--- src/hdl/sfma_pkg.sv ---
// Shared types, codes and sizes for the spatial filter matrix apply block.
`default_nettype none
package sfma_pkg;

    // Table geometry. Channel indexes are four bits wide in the item format.
    localparam int MAX_INPUT_CHANNELS  = 16;
    localparam int MAX_OUTPUT_CHANNELS = 16;
    localparam int CH_W    = 4;
    localparam int CNT_W   = 5;
    localparam int COEF_W  = 16;
    localparam int PROD_W  = 32;
    localparam int ACC_W   = 40;
    localparam int TADDR_W = 2 * CH_W;
    localparam int FIFO_DEPTH = 4;
    localparam int FIFO_AW    = 2;

    // Configuration register indexes.
    localparam int CFG_IDX_W = 1;
    localparam logic [CFG_IDX_W-1:0] CFG_INPUT_CHANNELS  = 1'd0;
    localparam logic [CFG_IDX_W-1:0] CFG_OUTPUT_CHANNELS = 1'd1;
    localparam logic [CNT_W-1:0] CFG_CNT_RESET = 5'd16;

    // Operation codes of an input beat.
    localparam logic [1:0] OP_LOAD   = 2'd0;
    localparam logic [1:0] OP_CLEAR  = 2'd1;
    localparam logic [1:0] OP_SAMPLE = 2'd2;

    typedef struct packed {
        logic [1:0]              operation;
        logic [CH_W-1:0]         out_index;
        logic [CH_W-1:0]         in_index;
        logic signed [COEF_W-1:0] value;
    } in_item_t;

    typedef struct packed {
        logic [CH_W-1:0]         out_channel;
        logic signed [ACC_W-1:0] filtered;
        logic                    last;
        logic                    status;
    } out_item_t;

    typedef enum logic [1:0] {
        CMD_LOAD,
        CMD_CLEAR,
        CMD_SAMPLE,
        CMD_ERROR
    } cmd_kind_t;

    // Classified command handed from the front end to the back end.
    typedef struct packed {
        cmd_kind_t                kind;
        logic [CH_W-1:0]          row;
        logic [CH_W-1:0]          col;
        logic signed [COEF_W-1:0] value;
        logic                     col_last;
        logic [CH_W-1:0]          nout_m1;
    } cmd_t;

    typedef enum logic [2:0] {
        BK_IDLE,
        BK_MAC,
        BK_DRAIN,
        BK_EMIT,
        BK_ERR
    } back_state_t;

endpackage
`default_nettype wire

--- src/hdl/sfma_cmd_fifo.sv ---
// Short command queue between the front end and the back end.
`default_nettype none
module sfma_cmd_fifo (
    input  wire logic           aclk,
    input  wire logic           aresetn,
    input  wire logic           push,
    input  wire sfma_pkg::cmd_t push_data,
    output logic                full,
    input  wire logic           pop,
    output sfma_pkg::cmd_t      pop_data,
    output logic                empty
);
    import sfma_pkg::*;

    cmd_t               entry_reg [FIFO_DEPTH];
    logic [FIFO_AW-1:0] wr_ptr_reg;
    logic [FIFO_AW-1:0] rd_ptr_reg;
    logic [FIFO_AW:0]   count_reg;
    logic               do_push;
    logic               do_pop;

    assign full     = (count_reg == (FIFO_AW + 1)'(FIFO_DEPTH));
    assign empty    = (count_reg == '0);
    assign do_push  = push && !full;
    assign do_pop   = pop && !empty;
    assign pop_data = entry_reg[rd_ptr_reg];

    always_ff @(posedge aclk) begin
        if (do_push) begin
            entry_reg[wr_ptr_reg] <= push_data;
        end
    end

    always_ff @(posedge aclk) begin
        if (!aresetn) begin
            wr_ptr_reg <= '0;
            rd_ptr_reg <= '0;
            count_reg  <= '0;
        end else begin
            if (do_push) begin
                wr_ptr_reg <= wr_ptr_reg + FIFO_AW'(1);
            end
            if (do_pop) begin
                rd_ptr_reg <= rd_ptr_reg + FIFO_AW'(1);
            end
            unique case ({do_push, do_pop})
                2'b10:   count_reg <= count_reg + (FIFO_AW + 1)'(1);
                2'b01:   count_reg <= count_reg - (FIFO_AW + 1)'(1);
                default: count_reg <= count_reg;
            endcase
        end
    end

endmodule
`default_nettype wire

--- config.mk ---
export PLATFORM = sky130hd
export DESIGN_NAME = sfma_cmd_fifo
export DESIGN_NICKNAME = d
export VERILOG_FILES = /design/src/hdl/sfma_pkg.sv /design/src/hdl/sfma_cmd_fifo.sv
export SDC_FILE = /design/constraint.sdc
export NUM_CORES = 1
export LEC_CHECK = 0
export CAP_MARGIN = 5
export CORE_MARGIN = 2
export CORE_UTILIZATION = 40
export CTS_BUF_LIST = sky130_fd_sc_hd__clkbuf_4
export DETAILED_ROUTE_END_ITERATION = 6
export DONT_BUFFER_PORTS = 1
export PLACE_DENSITY_LB_ADDON = 0.15
export SYNTH_ARGS = -nofsm -noshare
export SYNTH_HDL_FRONTEND = slang
export SYNTH_SLANG_ARGS = --single-unit
--- constraint.sdc ---
create_clock -name aclk -period 1.9 [get_ports aclk]
set_input_delay 0.19 -clock aclk [delete_from_list [all_inputs] [get_ports aclk]]
set_output_delay 0.19 -clock aclk [all_outputs]
set_load 0.02 [all_outputs]
==> impl_metrics.yaml <==
floorplanning:
  core_mm2: 0.0121
  chipWidth_um: 115
  fp.dieH_um: 115
  ios: 68
  rows: 40
  fp.dieArea_mm2: 0.0133
  start_util_pct: 41.2
sta:
  finalSetupViolCount: 5
  slew_violations: 0
  hold_ws_ns: 0.0907
  fin_crit_ns: 1.90
  fin_crit_sh_pct: 100
  clock_skew_ns: 0.00964
  grt_setup_unrepaired: "yes"
  finalHoldViolations: 0
  worst_pin_slew_ns: 0.351
  max_freq_mhz: 525
  max-slew-margin-rel_pct: 76.5
  setup_slack_ns: -0.00462
clock_tree:
  numCtsBuffers: 17
  htreeDepth: 4
  clk_pin_slew_ns: 0.10
  cts_root_buf: "clkbuf_4"
  cts_tree: "yes"
  insertion_delay_ns: 0.51
  clock_path_buffers: 2
  numClockSinks: 133
synth:
  yosysTopAreaCellShare_pct: 75.0
  avgSynthCellArea_um2: 23.1
  synthTopCellsByArea: "edfxtp_1 (75%), mux4_2 (14%), dfxtp_1 (3.6%)"
  ys_types: 22
  synth_warnings: 0
  synth_common_cells: "edfxtp_1 (124), mux4_2 (31), dfxtp_1 (9), nand2_1 (7), and2_1 (6)"
  yosys.cell_count.top_type: "edfxtp_1"
  syn_area_mm2: 0.00496
  yosysTopAreaCell: "edfxtp_1"
  ys_async_sr_fraction_pct: 0
  synthesis.nets: 256
  syn_inst: 215
  ys_seq_elements: 133
  synth_edf_count: 124
  ys_seq_area_share_pct: 78.6
  synth_ff_type: "edfxtp_1"
power:
  leakage_uw: 0.00191
  peakVddDrop_uv: 508
  power_uw: 7240
  p_per_area_mw_per_mm2: 1210
worst_setup_path:
  cp_max_fo: 9
  cp-start-kind: "register"
  crit_type: "reg -> out"
  reg2regPathDepth: 9
  worstSetupEndpointType: "primary output"
  required_ns: 1.71
  cp.arrival_ns: 1.71
grt:
  top_usage_layer: "met2"
  grt_pass1_vias: 2326
  track_usage_pct: 14.1
  grt-ovfl-total: 0
  grt_max_degree: 20
  grt_pass1_wl_um: 13100
  gr-usage-met1_pct: 16.7
  use_met2_pct: 22.3
  met3_usage_pct: 6.22
  antenna_found_initial: 0
detailed_routing:
  drt_wl_total_um: 8730
  vias: 2203
  drc_errors: 0
  wire_per_inst_um: 19.1
  ant_nets: 0
  drt_iter0_markers: 145
  vias_per_cell: 4.83
  dr.pass1.iters: 4
layout:
  final_area_mm2: 0.00599
  num_antenna_cells: 0
  area_growth_syn_to_layout_pct: 20.6
  num-nets-final: 318
  largest_reg_flops: 124
  layout-drive-gt1-share_pct: 31.6
  fillers: 995
job:
  cap_viol_max_count: 0
placement:
  portBuffers: 0
  place_hpwl_um: 5250
  dpl_cell_area_mm2: 0.00538
  dpl_worst_slack_ns: -0.0554
  place_congestion: 0.665
status:
  violations: "negative setup slack"
  status: "finished, violations left"
hold_path:
  hold_depth: 3
  hold_path_class: "in -> reg"
[power breakdown]
group          internal [uW]  total, uW  switching (uW)  leakage, uW
Combinational            914       2020            1110     0.000561
Sequential              3540       3670             123      0.00121
Clock                    665       1550             887     0.000130
Total                   5120       7240            2120      0.00191
[worst max-delay path: stages, from the launching register on]
cell and delay (ns):
dfxtp_4 0.42, clkbuf_16 0.19, mux4_2 0.59
[what timing repair did]
action,CTS,global route
endpoints found under the setup margin,32,32
resized for setup,2,5
cloned,0,1
buffers inserted,1,0
hold endpoints to repair,133,0
hold buffers,33,0
pin swaps,0,0
[final cells by class]
cell class              instances  area (um2)  area share (%)
multi-input cells              68        1010            16.9
clock inverters                 9        63.8            1.07
flip-flops and latches        133        3920            65.4
inverters                       6        22.5           0.376
well taps                     168         210            3.51
clock buffers                  21         158            2.63
repair buffers                 51         608            10.2
[logic make-up (layout without fill, tap and decap cells)]
family,count (synthesis),after routing,synth area share [%]
AND/OR/NAND/NOR,20,20,2.47
AO/OA/AOI/OAI,7,7,0.806
flip-flops,133,133,78.6
multiplexers,33,33,14.5
buffers and inverters,14,87,1.61
XOR/XNOR,2,2,0.353
adder cells (fa/ha/maj),6,6,1.66
[routing by layer]
layer  share of wire, %  vias up
li1                   -     1015
met1                 42     1125
met2                 50       52
met3                5.8       11
met4                1.8        0
met5                  0        -
[layout by cell type (no fill, tap or decap), drive strengths merged]
cell and instances:
edfxtp 124, dlygate4sd3 33, mux4 31, clkbuf 22, buf 17, dfxtp 9, clkinv 8, nand2 7
inv 6, and2 6, o21ai 5, ha 5, nor2b 2, mux2i 2, or3 2, a21boi 2
nor3 1, nor3b 1, xnor2 1, nand4bb 1, xor2 1, fa 1, bufinv 1
[metrics by stage]
stage	TNS (ns)	utilization, %	std cells
floorplan	-0.172	-	215
global placement	0	44.6	391
detailed placement	-0.0554	44.6	391
CTS	-3.08	49.3	455
global route	-3.17	49.7	456
finish	-0.0132	49.7	456
[worst paths after layout]
path	from	endpoint	slack, ns
setup / recovery	register	pop_data[25]	-0.005
hold / removal	push	wr_ptr_reg[1]	0.09
setup reg to reg	count_reg[0]	count_reg[2]	0.02
hold reg to reg	rd_ptr_reg[1]	register	0.51
No activity file was read; power rests on OpenSTA's default activity.
