<file path="src/hdl/sfma_pkg.sv">
// Shared types, codes and sizes for the spatial filter matrix apply block.
`default_nettype none
package sfma_pkg;

    // Table geometry. Channel indexes are four bits wide in the item format.
    localparam int MAX_INPUT_CHANNELS  = 16;
    localparam int MAX_OUTPUT_CHANNELS = 16;
    localparam int CH_W    = 4;
    localparam int CNT_W   = 5;
    localparam int COEF_W  = 16;
    localparam int PROD_W  = 32;
    localparam int ACC_W   = 40;
    localparam int TADDR_W = 2 * CH_W;
    localparam int FIFO_DEPTH = 4;
    localparam int FIFO_AW    = 2;

    // Configuration register indexes.
    localparam int CFG_IDX_W = 1;
    localparam logic [CFG_IDX_W-1:0] CFG_INPUT_CHANNELS  = 1'd0;
    localparam logic [CFG_IDX_W-1:0] CFG_OUTPUT_CHANNELS = 1'd1;
    localparam logic [CNT_W-1:0] CFG_CNT_RESET = 5'd16;

    // Operation codes of an input beat.
    localparam logic [1:0] OP_LOAD   = 2'd0;
    localparam logic [1:0] OP_CLEAR  = 2'd1;
    localparam logic [1:0] OP_SAMPLE = 2'd2;

    typedef struct packed {
        logic [1:0]              operation;
        logic [CH_W-1:0]         out_index;
        logic [CH_W-1:0]         in_index;
        logic signed [COEF_W-1:0] value;
    } in_item_t;

    typedef struct packed {
        logic [CH_W-1:0]         out_channel;
        logic signed [ACC_W-1:0] filtered;
        logic                    last;
        logic                    status;
    } out_item_t;

    typedef enum logic [1:0] {
        CMD_LOAD,
        CMD_CLEAR,
        CMD_SAMPLE,
        CMD_ERROR
    } cmd_kind_t;

    // Classified command handed from the front end to the back end.
    typedef struct packed {
        cmd_kind_t                kind;
        logic [CH_W-1:0]          row;
        logic [CH_W-1:0]          col;
        logic signed [COEF_W-1:0] value;
        logic                     col_last;
        logic [CH_W-1:0]          nout_m1;
    } cmd_t;

    typedef enum logic [2:0] {
        BK_IDLE,
        BK_MAC,
        BK_DRAIN,
        BK_EMIT,
        BK_ERR
    } back_state_t;

endpackage
`default_nettype wire

</file>
<file path="src/hdl/sfma_front.sv">
// Front end: configuration registers, item classification and the inactive flag.
`default_nettype none
module sfma_front (
    input  wire logic                           aclk,
    input  wire logic                           aresetn,
    input  wire logic                           cfg_we,
    input  wire logic [sfma_pkg::CFG_IDX_W-1:0] cfg_index,
    input  wire logic [sfma_pkg::CNT_W-1:0]     cfg_data,
    input  wire logic                           s_valid,
    output logic                                s_ready,
    input  wire sfma_pkg::in_item_t             s_data,
    input  wire logic                           fifo_full,
    output logic                                push,
    output sfma_pkg::cmd_t                      push_data
);
    import sfma_pkg::*;

    localparam logic [CNT_W-1:0] MAX_IN_CNT  = CNT_W'(MAX_INPUT_CHANNELS);
    localparam logic [CNT_W-1:0] MAX_OUT_CNT = CNT_W'(MAX_OUTPUT_CHANNELS);

    logic [CNT_W-1:0] in_ch_reg;
    logic [CNT_W-1:0] out_ch_reg;
    logic             inactive_reg;
    logic             inactive_next;
    logic [CH_W-1:0]  nin_m1;
    logic [CH_W-1:0]  nout_m1;
    logic             accept;
    logic [CNT_W-1:0] nin_tmp;
    logic [CNT_W-1:0] nout_tmp;

    always_ff @(posedge aclk) begin
        if (!aresetn) begin
            in_ch_reg  <= CFG_CNT_RESET;
            out_ch_reg <= CFG_CNT_RESET;
        end else if (cfg_we) begin
            unique case (cfg_index)
                CFG_INPUT_CHANNELS:  in_ch_reg  <= cfg_data;
                CFG_OUTPUT_CHANNELS: out_ch_reg <= cfg_data;
            endcase
        end
    end

    // Counts are clamped to [1, max] and kept as count minus one.
    always_comb begin
        priority if (in_ch_reg == '0)        nin_tmp = CNT_W'(1);
        else if (in_ch_reg > MAX_IN_CNT)     nin_tmp = MAX_IN_CNT;
        else                                 nin_tmp = in_ch_reg;
        priority if (out_ch_reg == '0)       nout_tmp = CNT_W'(1);
        else if (out_ch_reg > MAX_OUT_CNT)   nout_tmp = MAX_OUT_CNT;
        else                                 nout_tmp = out_ch_reg;
        nin_m1  = CH_W'(nin_tmp - CNT_W'(1));
        nout_m1 = CH_W'(nout_tmp - CNT_W'(1));
    end

    assign s_ready = !fifo_full;
    assign accept  = s_valid && s_ready;

    always_comb begin
        push               = 1'b0;
        inactive_next      = inactive_reg;
        push_data.kind     = CMD_LOAD;
        push_data.row      = s_data.out_index;
        push_data.col      = s_data.in_index;
        push_data.value    = s_data.value;
        push_data.col_last = (s_data.in_index == nin_m1);
        push_data.nout_m1  = nout_m1;
        if (accept) begin
            unique case (s_data.operation)
                OP_LOAD: begin
                    push           = !inactive_reg;
                    push_data.kind = CMD_LOAD;
                end
                OP_CLEAR: begin
                    push           = !inactive_reg;
                    push_data.kind = CMD_CLEAR;
                end
                OP_SAMPLE: begin
                    push = 1'b1;
                    if (inactive_reg || (s_data.in_index > nin_m1)) begin
                        push_data.kind = CMD_ERROR;
                        inactive_next  = 1'b1;
                    end else begin
                        push_data.kind = CMD_SAMPLE;
                    end
                end
                default: begin
                    push = 1'b0;
                end
            endcase
        end
    end

    always_ff @(posedge aclk) begin
        if (!aresetn) begin
            inactive_reg <= 1'b0;
        end else begin
            inactive_reg <= inactive_next;
        end
    end

endmodule
`default_nettype wire

</file>
<file path="config.mk">
export PLATFORM = sky130hd
export DESIGN_NAME = sfma_front
export DESIGN_NICKNAME = d
export VERILOG_FILES = /design/src/hdl/sfma_pkg.sv /design/src/hdl/sfma_front.sv
export SDC_FILE = /design/constraint.sdc
export NUM_CORES = 1
export LEC_CHECK = 0
export ABC_AREA = 1
export BUFFER_PORTS_ARGS = -buffer_cell sky130_fd_sc_hd__buf_4
export CORE_UTILIZATION = 40
export CTS_BUF_LIST = sky130_fd_sc_hd__clkbuf_8
export DETAILED_ROUTE_END_ITERATION = 6
export GPL_TIMING_DRIVEN = 1
export HOLD_SLACK_MARGIN = 0.03
export PLACE_DENSITY = 0.92
export SYNTH_ARGS = -nofsm -noshare
export SYNTH_HDL_FRONTEND = slang
export SYNTH_SLANG_ARGS = --single-unit
</file>
<file path="constraint.sdc">
create_clock -name aclk -period 2.4 [get_ports aclk]
set_input_delay 0 -clock aclk [delete_from_list [all_inputs] [get_ports aclk]]
set_output_delay 0 -clock aclk [all_outputs]
set_load 0.005 [all_outputs]
</file>
==> flow_summary.ini, run 1 <==
[timing]
tightest_slew_ns = 0.262
post-route-min-period_ns = 2.26
hold_viol_final = 0
fin_worst_skew_ns = 0.00652
setup-violations-final = 0
fin_setup_tns_ns = 0
rsz0062_at_grt = no
min_period_over_period = 0.940
max_freq_mhz = 443
slew_violations = 0
holdWs_ns = 0.0301
relSlewSlack = 0.824

[pwr]
leakagePower_nw = 0.630
seq_power_share = 0.370
ir_drop_mv = 0.305
power_mw = 0.555
combPwrFrac = 0.309
power_density_nw_per_um2 = 441
clockPowerShare = 0.320
switching_share = 0.277
intPower_mw = 0.401
p_switching_mw = 0.154

[min_path]
min_path_cells = 3
hold_path_end = out_ch_reg[0]
min-delay-start = cfg_data[0]
hold_class = in2reg

[worst_setup_path]
worstPathArrival_ns = 2.26
crit_chain = nor4_4 -> o21ai_1 -> ha_2 -> xor2_1 -> ha_1 -> nand2_1 -> inv_2 -> nand2_1 -> nand2_1 -> nand2_1 -> nand2_1 -> a21oi_1 -> nor2_1 -> buf_4
worst_ep_required_time_ns = 2.40
cp-start-kind = flop
crit_top_cell = nand2_1
timing.rr.start = in_ch_reg[2]
ff2ff_setup_slack_ns = 0.42
crit_path_max_fanout = 3
cpPeakStageDelay_ns = 0.33
ff2ff_path_depth = 13
worstReg2RegEnd = inactive_reg
crit_path_top_delay_cell = dfxtp_2
cp-end-kind = output port
critPathKind = reg2out

[synthesis]
async_flop_share = 0
synth-warning-count = 0
yosysTopAreaCellShare = 0.247
netlist_instances = 127
syn_area_per_cell_um2 = 7.02
ys_top_cells_by_count = buf_4, inv_1, nand2_1
syn_nets = 173
synth_cell_types = 19
ys_top_cells_by_area = dfxtp_1, buf_4, ha_1, inv_1, o21ai_0
ys.flop_type = dfxtp_1
syn_area_um2 = 892
ys_ff_latch = 11
yosys.area.top_type = dfxtp_1
yosysMostFrequentCell = buf_4
ys_seq_area_frac = 0.247
synth_edf_count = 0

[route]
via_count = 893
routed_wl_um = 2070
wl_per_cell_um = 11.2
route.detailed.drc = 0
drt_first_pass_iters = 4
drtIter0Drc = 17
via_per_inst = 4.83
detail-route-antenna-nets = 0

[clocking]
clkTransAtPathRegs_ns = 0.05
cts_setup_buffers = 0
numCtsBuffers = 3
cts_max_path_buffers = 2
cts_tree = built
clockRootBuffer = clkbuf_8
cts.htree.levels = 1
clock_latency_ns = 0.24
cts_num_sinks = 11

[placement]
gp_congestion = 0.771
io_buffers = 29
post_dp_cell_area_um2 = 958
hpwl_um = 1460

[floorplanning]
initial_core_util = 0.441
die-area_um2 = 2420
core_area_um2 = 2020
fp.dieH_um = 49.2
io_pins = 70
die_x_um = 49.2
num_rows = 16

[run_status]
status = complete, no violations

[global_route]
track_usage = 0.168
antenna_found_initial = 0
grt_pass1_vias = 755
grt_pass1_wl_um = 3120
gr-total-overflow = 0
grt_max_degree = 12

[layout]
area_growth_syn_to_layout_pct = 41.0
fillers = 166
final_util = 0.622
final_cell_area_um2 = 1260
nets = 205
drive_above_1_share = 0.253
antenna_cells = 0

[run]
drv_cap = 0
==> final cells by class <==
cell class | count | area (um2) | area share
timing repair buffer | 52 | 448 | 0.356
clock buffer | 3 | 41.3 | 0.0328
inverter | 23 | 86.3 | 0.0687
clock inverter | 1 | 3.75 | 0.00299
multi-input combinational | 68 | 422 | 0.335
sequential | 11 | 223 | 0.177
tap | 27 | 33.8 | 0.0269
==> worst max-delay path: cells and delay by family (launching register included) <==
kind                       cells  cell delay (ns)
buffers and inverters          2             0.17
adders and majority gates      2             0.46
and+or+nand+nor                7             0.64
AOI/OAI and AO/OA              2             0.25
DFF                            1             0.33
xor gates and xnor gates       1             0.16
==> cells by family after synthesis <==
logic type,Yosys count,synth area share
XOR/XNOR,3,0.0295
flip-flops,11,0.247
AND/OR/NAND/NOR,31,0.143
adder cells (fa/ha/maj),9,0.126
buffers and inverters,48,0.304
AO/OA/AOI/OAI,25,0.150
==> metal layers <==
metal / track usage / vias up / part of all wire
met3: 0.0436 / 11 / 0.064
met4: 0.0931 / 0 / 0.040
met2: 0.292 / 48 / 0.53
li1: - / 438 / -
met1: 0.184 / 396 / 0.37
met5: 0 / - / 0
==> worst max-delay path by stage <==
stage | depth (start not counted) | start | slack (ns) | to
final | 14 | in_ch_reg[2] | 0.14 | push_data[29]
after global placement | 14 | in_ch_reg[3] | 0.40 | push_data[29]
after global routing | 14 | in_ch_reg[2] | 0.01 | push_data[29]
after detailed placement | 14 | in_ch_reg[3] | 0.32 | push_data[29]
after CTS | 14 | in_ch_reg[3] | 0.06 | push_data[29]
after floorplan | 13 | in_ch_reg[3] | 0.53 | inactive_reg
==> layout by cell type (no fill, tap or decap), drive strengths merged <==
master       count
nand2           15
xor2             1
o211ai           2
ha               9
o21ai           14
a21oi            8
nor4             1
xnor2            2
buf             29
inv             24
nor3             1
nand3            2
a41oi            1
or2              1
clkbuf           3
dfxtp           11
nor2            11
dlygate4sd3     23
==> power groups by stage <==
stage	clock, mW	sequential, mW	combinational (mW)
2_1_floorplan	0	0.203	0.103
3_3_place_gp	0	0.205	0.123
3_5_place_dp	0	0.205	0.131
4_1_cts	0.178	0.202	0.166
5_1_grt	0.193	0.206	0.191
6_report	0.178	0.205	0.172
==> per-stage QoR <==
step,setup slack (ns),cells
after global routing,0.0141,185
after CTS,0.0645,185
after detailed placement,0.321,158
after floorplan,0.535,127
after global placement,0.404,158
final,0.144,185
==> repair_timing <==
item	CTS	global route
endpoints found under the hold margin	23	0
hold buffers	23	0
resized for setup	0	8
setup endpoints to repair	0	1
Note: power is estimated with default switching activity, not from simulation.
==> run 2, diff against run 1 <==
HOLD_SLACK_MARGIN = 0.12   (was 0.03)
SLEW_MARGIN = 15   (was not set)
==> flow_summary.ini, run 2 (synthesis gave the netlist of run 1 again) <==
[pwr]
ir_drop_mv = 0.307
leakagePower_nw = 0.649
power_density_nw_per_um2 = 431
clockPowerShare = 0.315
combPwrFrac = 0.321
seq_power_share = 0.365
switching_share = 0.279
intPower_mw = 0.407
p_switching_mw = 0.157

[floorplanning]
fp.dieH_um = 49.2
die-area_um2 = 2420
num_rows = 16
die_x_um = 49.2
core_area_um2 = 2020
io_pins = 70
initial_core_util = 0.441

[layout]
layout_common_cells = buf_4, dlygate4sd3_1, inv_1
fillers = 156
antenna_cells = 0
nets = 210
drive_above_1_share = 0.245
layout_commonest_cell = buf_4
area_growth_syn_to_layout_pct = 46.6

[route]
wl_per_cell_um = 11.9
via_count = 933
route.detailed.drc = 0
drtIter0Drc = 58
via_per_inst = 4.91
detail-route-antenna-nets = 0
drt_first_pass_iters = 4
routed_wl_um = 2270

[global_route]
grt_pass1_vias = 790
antenna_found_initial = 0
gr-total-overflow = 0
track_usage = 0.176
grt_max_degree = 12
grt_pass1_wl_um = 3250

[clocking]
cts.htree.levels = 1
clock_latency_ns = 0.24
cts_num_sinks = 11
numCtsBuffers = 3
cts_max_path_buffers = 2
clkTransAtPathRegs_ns = 0.05
clockRootBuffer = clkbuf_8
cts_tree = built

[placement]
gp_congestion = 0.771
io_buffers = 29
place_ws_ns = 0.321
hpwl_um = 1460

[timing]
setup-violations-final = 0
min_period_over_period = 0.944
hold_viol_final = 0
relSlewSlack = 0.824
fin_setup_tns_ns = 0
fin_ws_ns = 0.134
post-route-min-period_ns = 2.27
tightest_slew_ns = 0.262
slew_violations = 0
rsz0062_at_grt = no
fin_worst_skew_ns = 0.00515
max_freq_mhz = 441

[run]
drv_cap = 0

[run_status]
status = complete, no violations

[worst_setup_path]
critPathKind = reg2out
cp-start-kind = flop
cp-end-kind = output port
worst_ep_required_time_ns = 2.40
worstPathArrival_ns = 2.27
crit_path_max_fanout = 3

[min_path]
hold_class = in2reg
run 2: timing repair:
item | 4_1_cts | 5_1_grt
hold buffers | 28 | 0
hold endpoints to repair | 31 | 0
gates resized for setup | 0 | 8
setup endpoints to repair | 0 | 1
buffers inserted | 0 | 0
run 2: per-layer routing:
| layer | vias to the layer above | wire length [um] | track usage |
|---|---|---|---|
| met5 | - | 0 | 0 |
| met4 | 0 | 61 | 0.108 |
| met3 | 6 | 171 | 0.0498 |
| met2 | 54 | 1220 | 0.306 |
| met1 | 426 | 810 | 0.184 |
| li1 | 447 | - | - |
run 2: layout make-up:
type                       count  area, um2  area share
multi-input combinational     68        422       0.322
tap                           27       33.8      0.0258
clock buffer                   3       41.3      0.0316
timing repair buffer          57        498       0.381
clock inverter                 1       3.75     0.00287
inverter                      23       86.3      0.0660
sequential                    11        223       0.170
run 2: critical path: stages, from the launching register on:
cell     delay, ns
dfxtp_2       0.34
nor4_4        0.32
o21ai_1       0.13
ha_2          0.20
xor2_1        0.16
ha_1          0.26
nand2_1       0.07
inv_2         0.04
nand2_1       0.05
nand2_1       0.04
nand2_1       0.05
nand2_1       0.06
a21oi_1       0.12
nor2_1        0.05
buf_4         0.13
run 2: final timing paths:
path | start | endpoint | slack, ns | cells after the start
max reg2reg | in_ch_reg[2] | inactive_reg | 0.42 | 13
min reg2reg | inactive_reg | inactive_reg | 0.48 | 2
min | cfg_index | in_ch_reg[3] | 0.15 | 4
max | in_ch_reg[2] | push_data[29] | 0.13 | 14
run 2: power groups by stage:
stage / logic (mW) / clock network, mW / registers (mW)
final: 0.181 / 0.177 / 0.205
after global routing: 0.199 / 0.195 / 0.207
after global placement: 0.123 / 0 / 0.205
after detailed placement: 0.131 / 0 / 0.205
after CTS: 0.173 / 0.178 / 0.202
after floorplan: 0.103 / 0 / 0.203
run 2: per-stage QoR:
stage	util	area [um2]	power, mW	std cells	hold slack [ns]
after floorplan	-	892	0.307	127	0.0342
after global placement	0.474	958	0.327	158	0.0000346
after detailed placement	0.474	958	0.336	158	0.0000346
after CTS	0.635	1280	0.553	190	0.132
after global routing	0.647	1310	0.601	190	0.156
final	0.647	1310	0.564	190	0.148
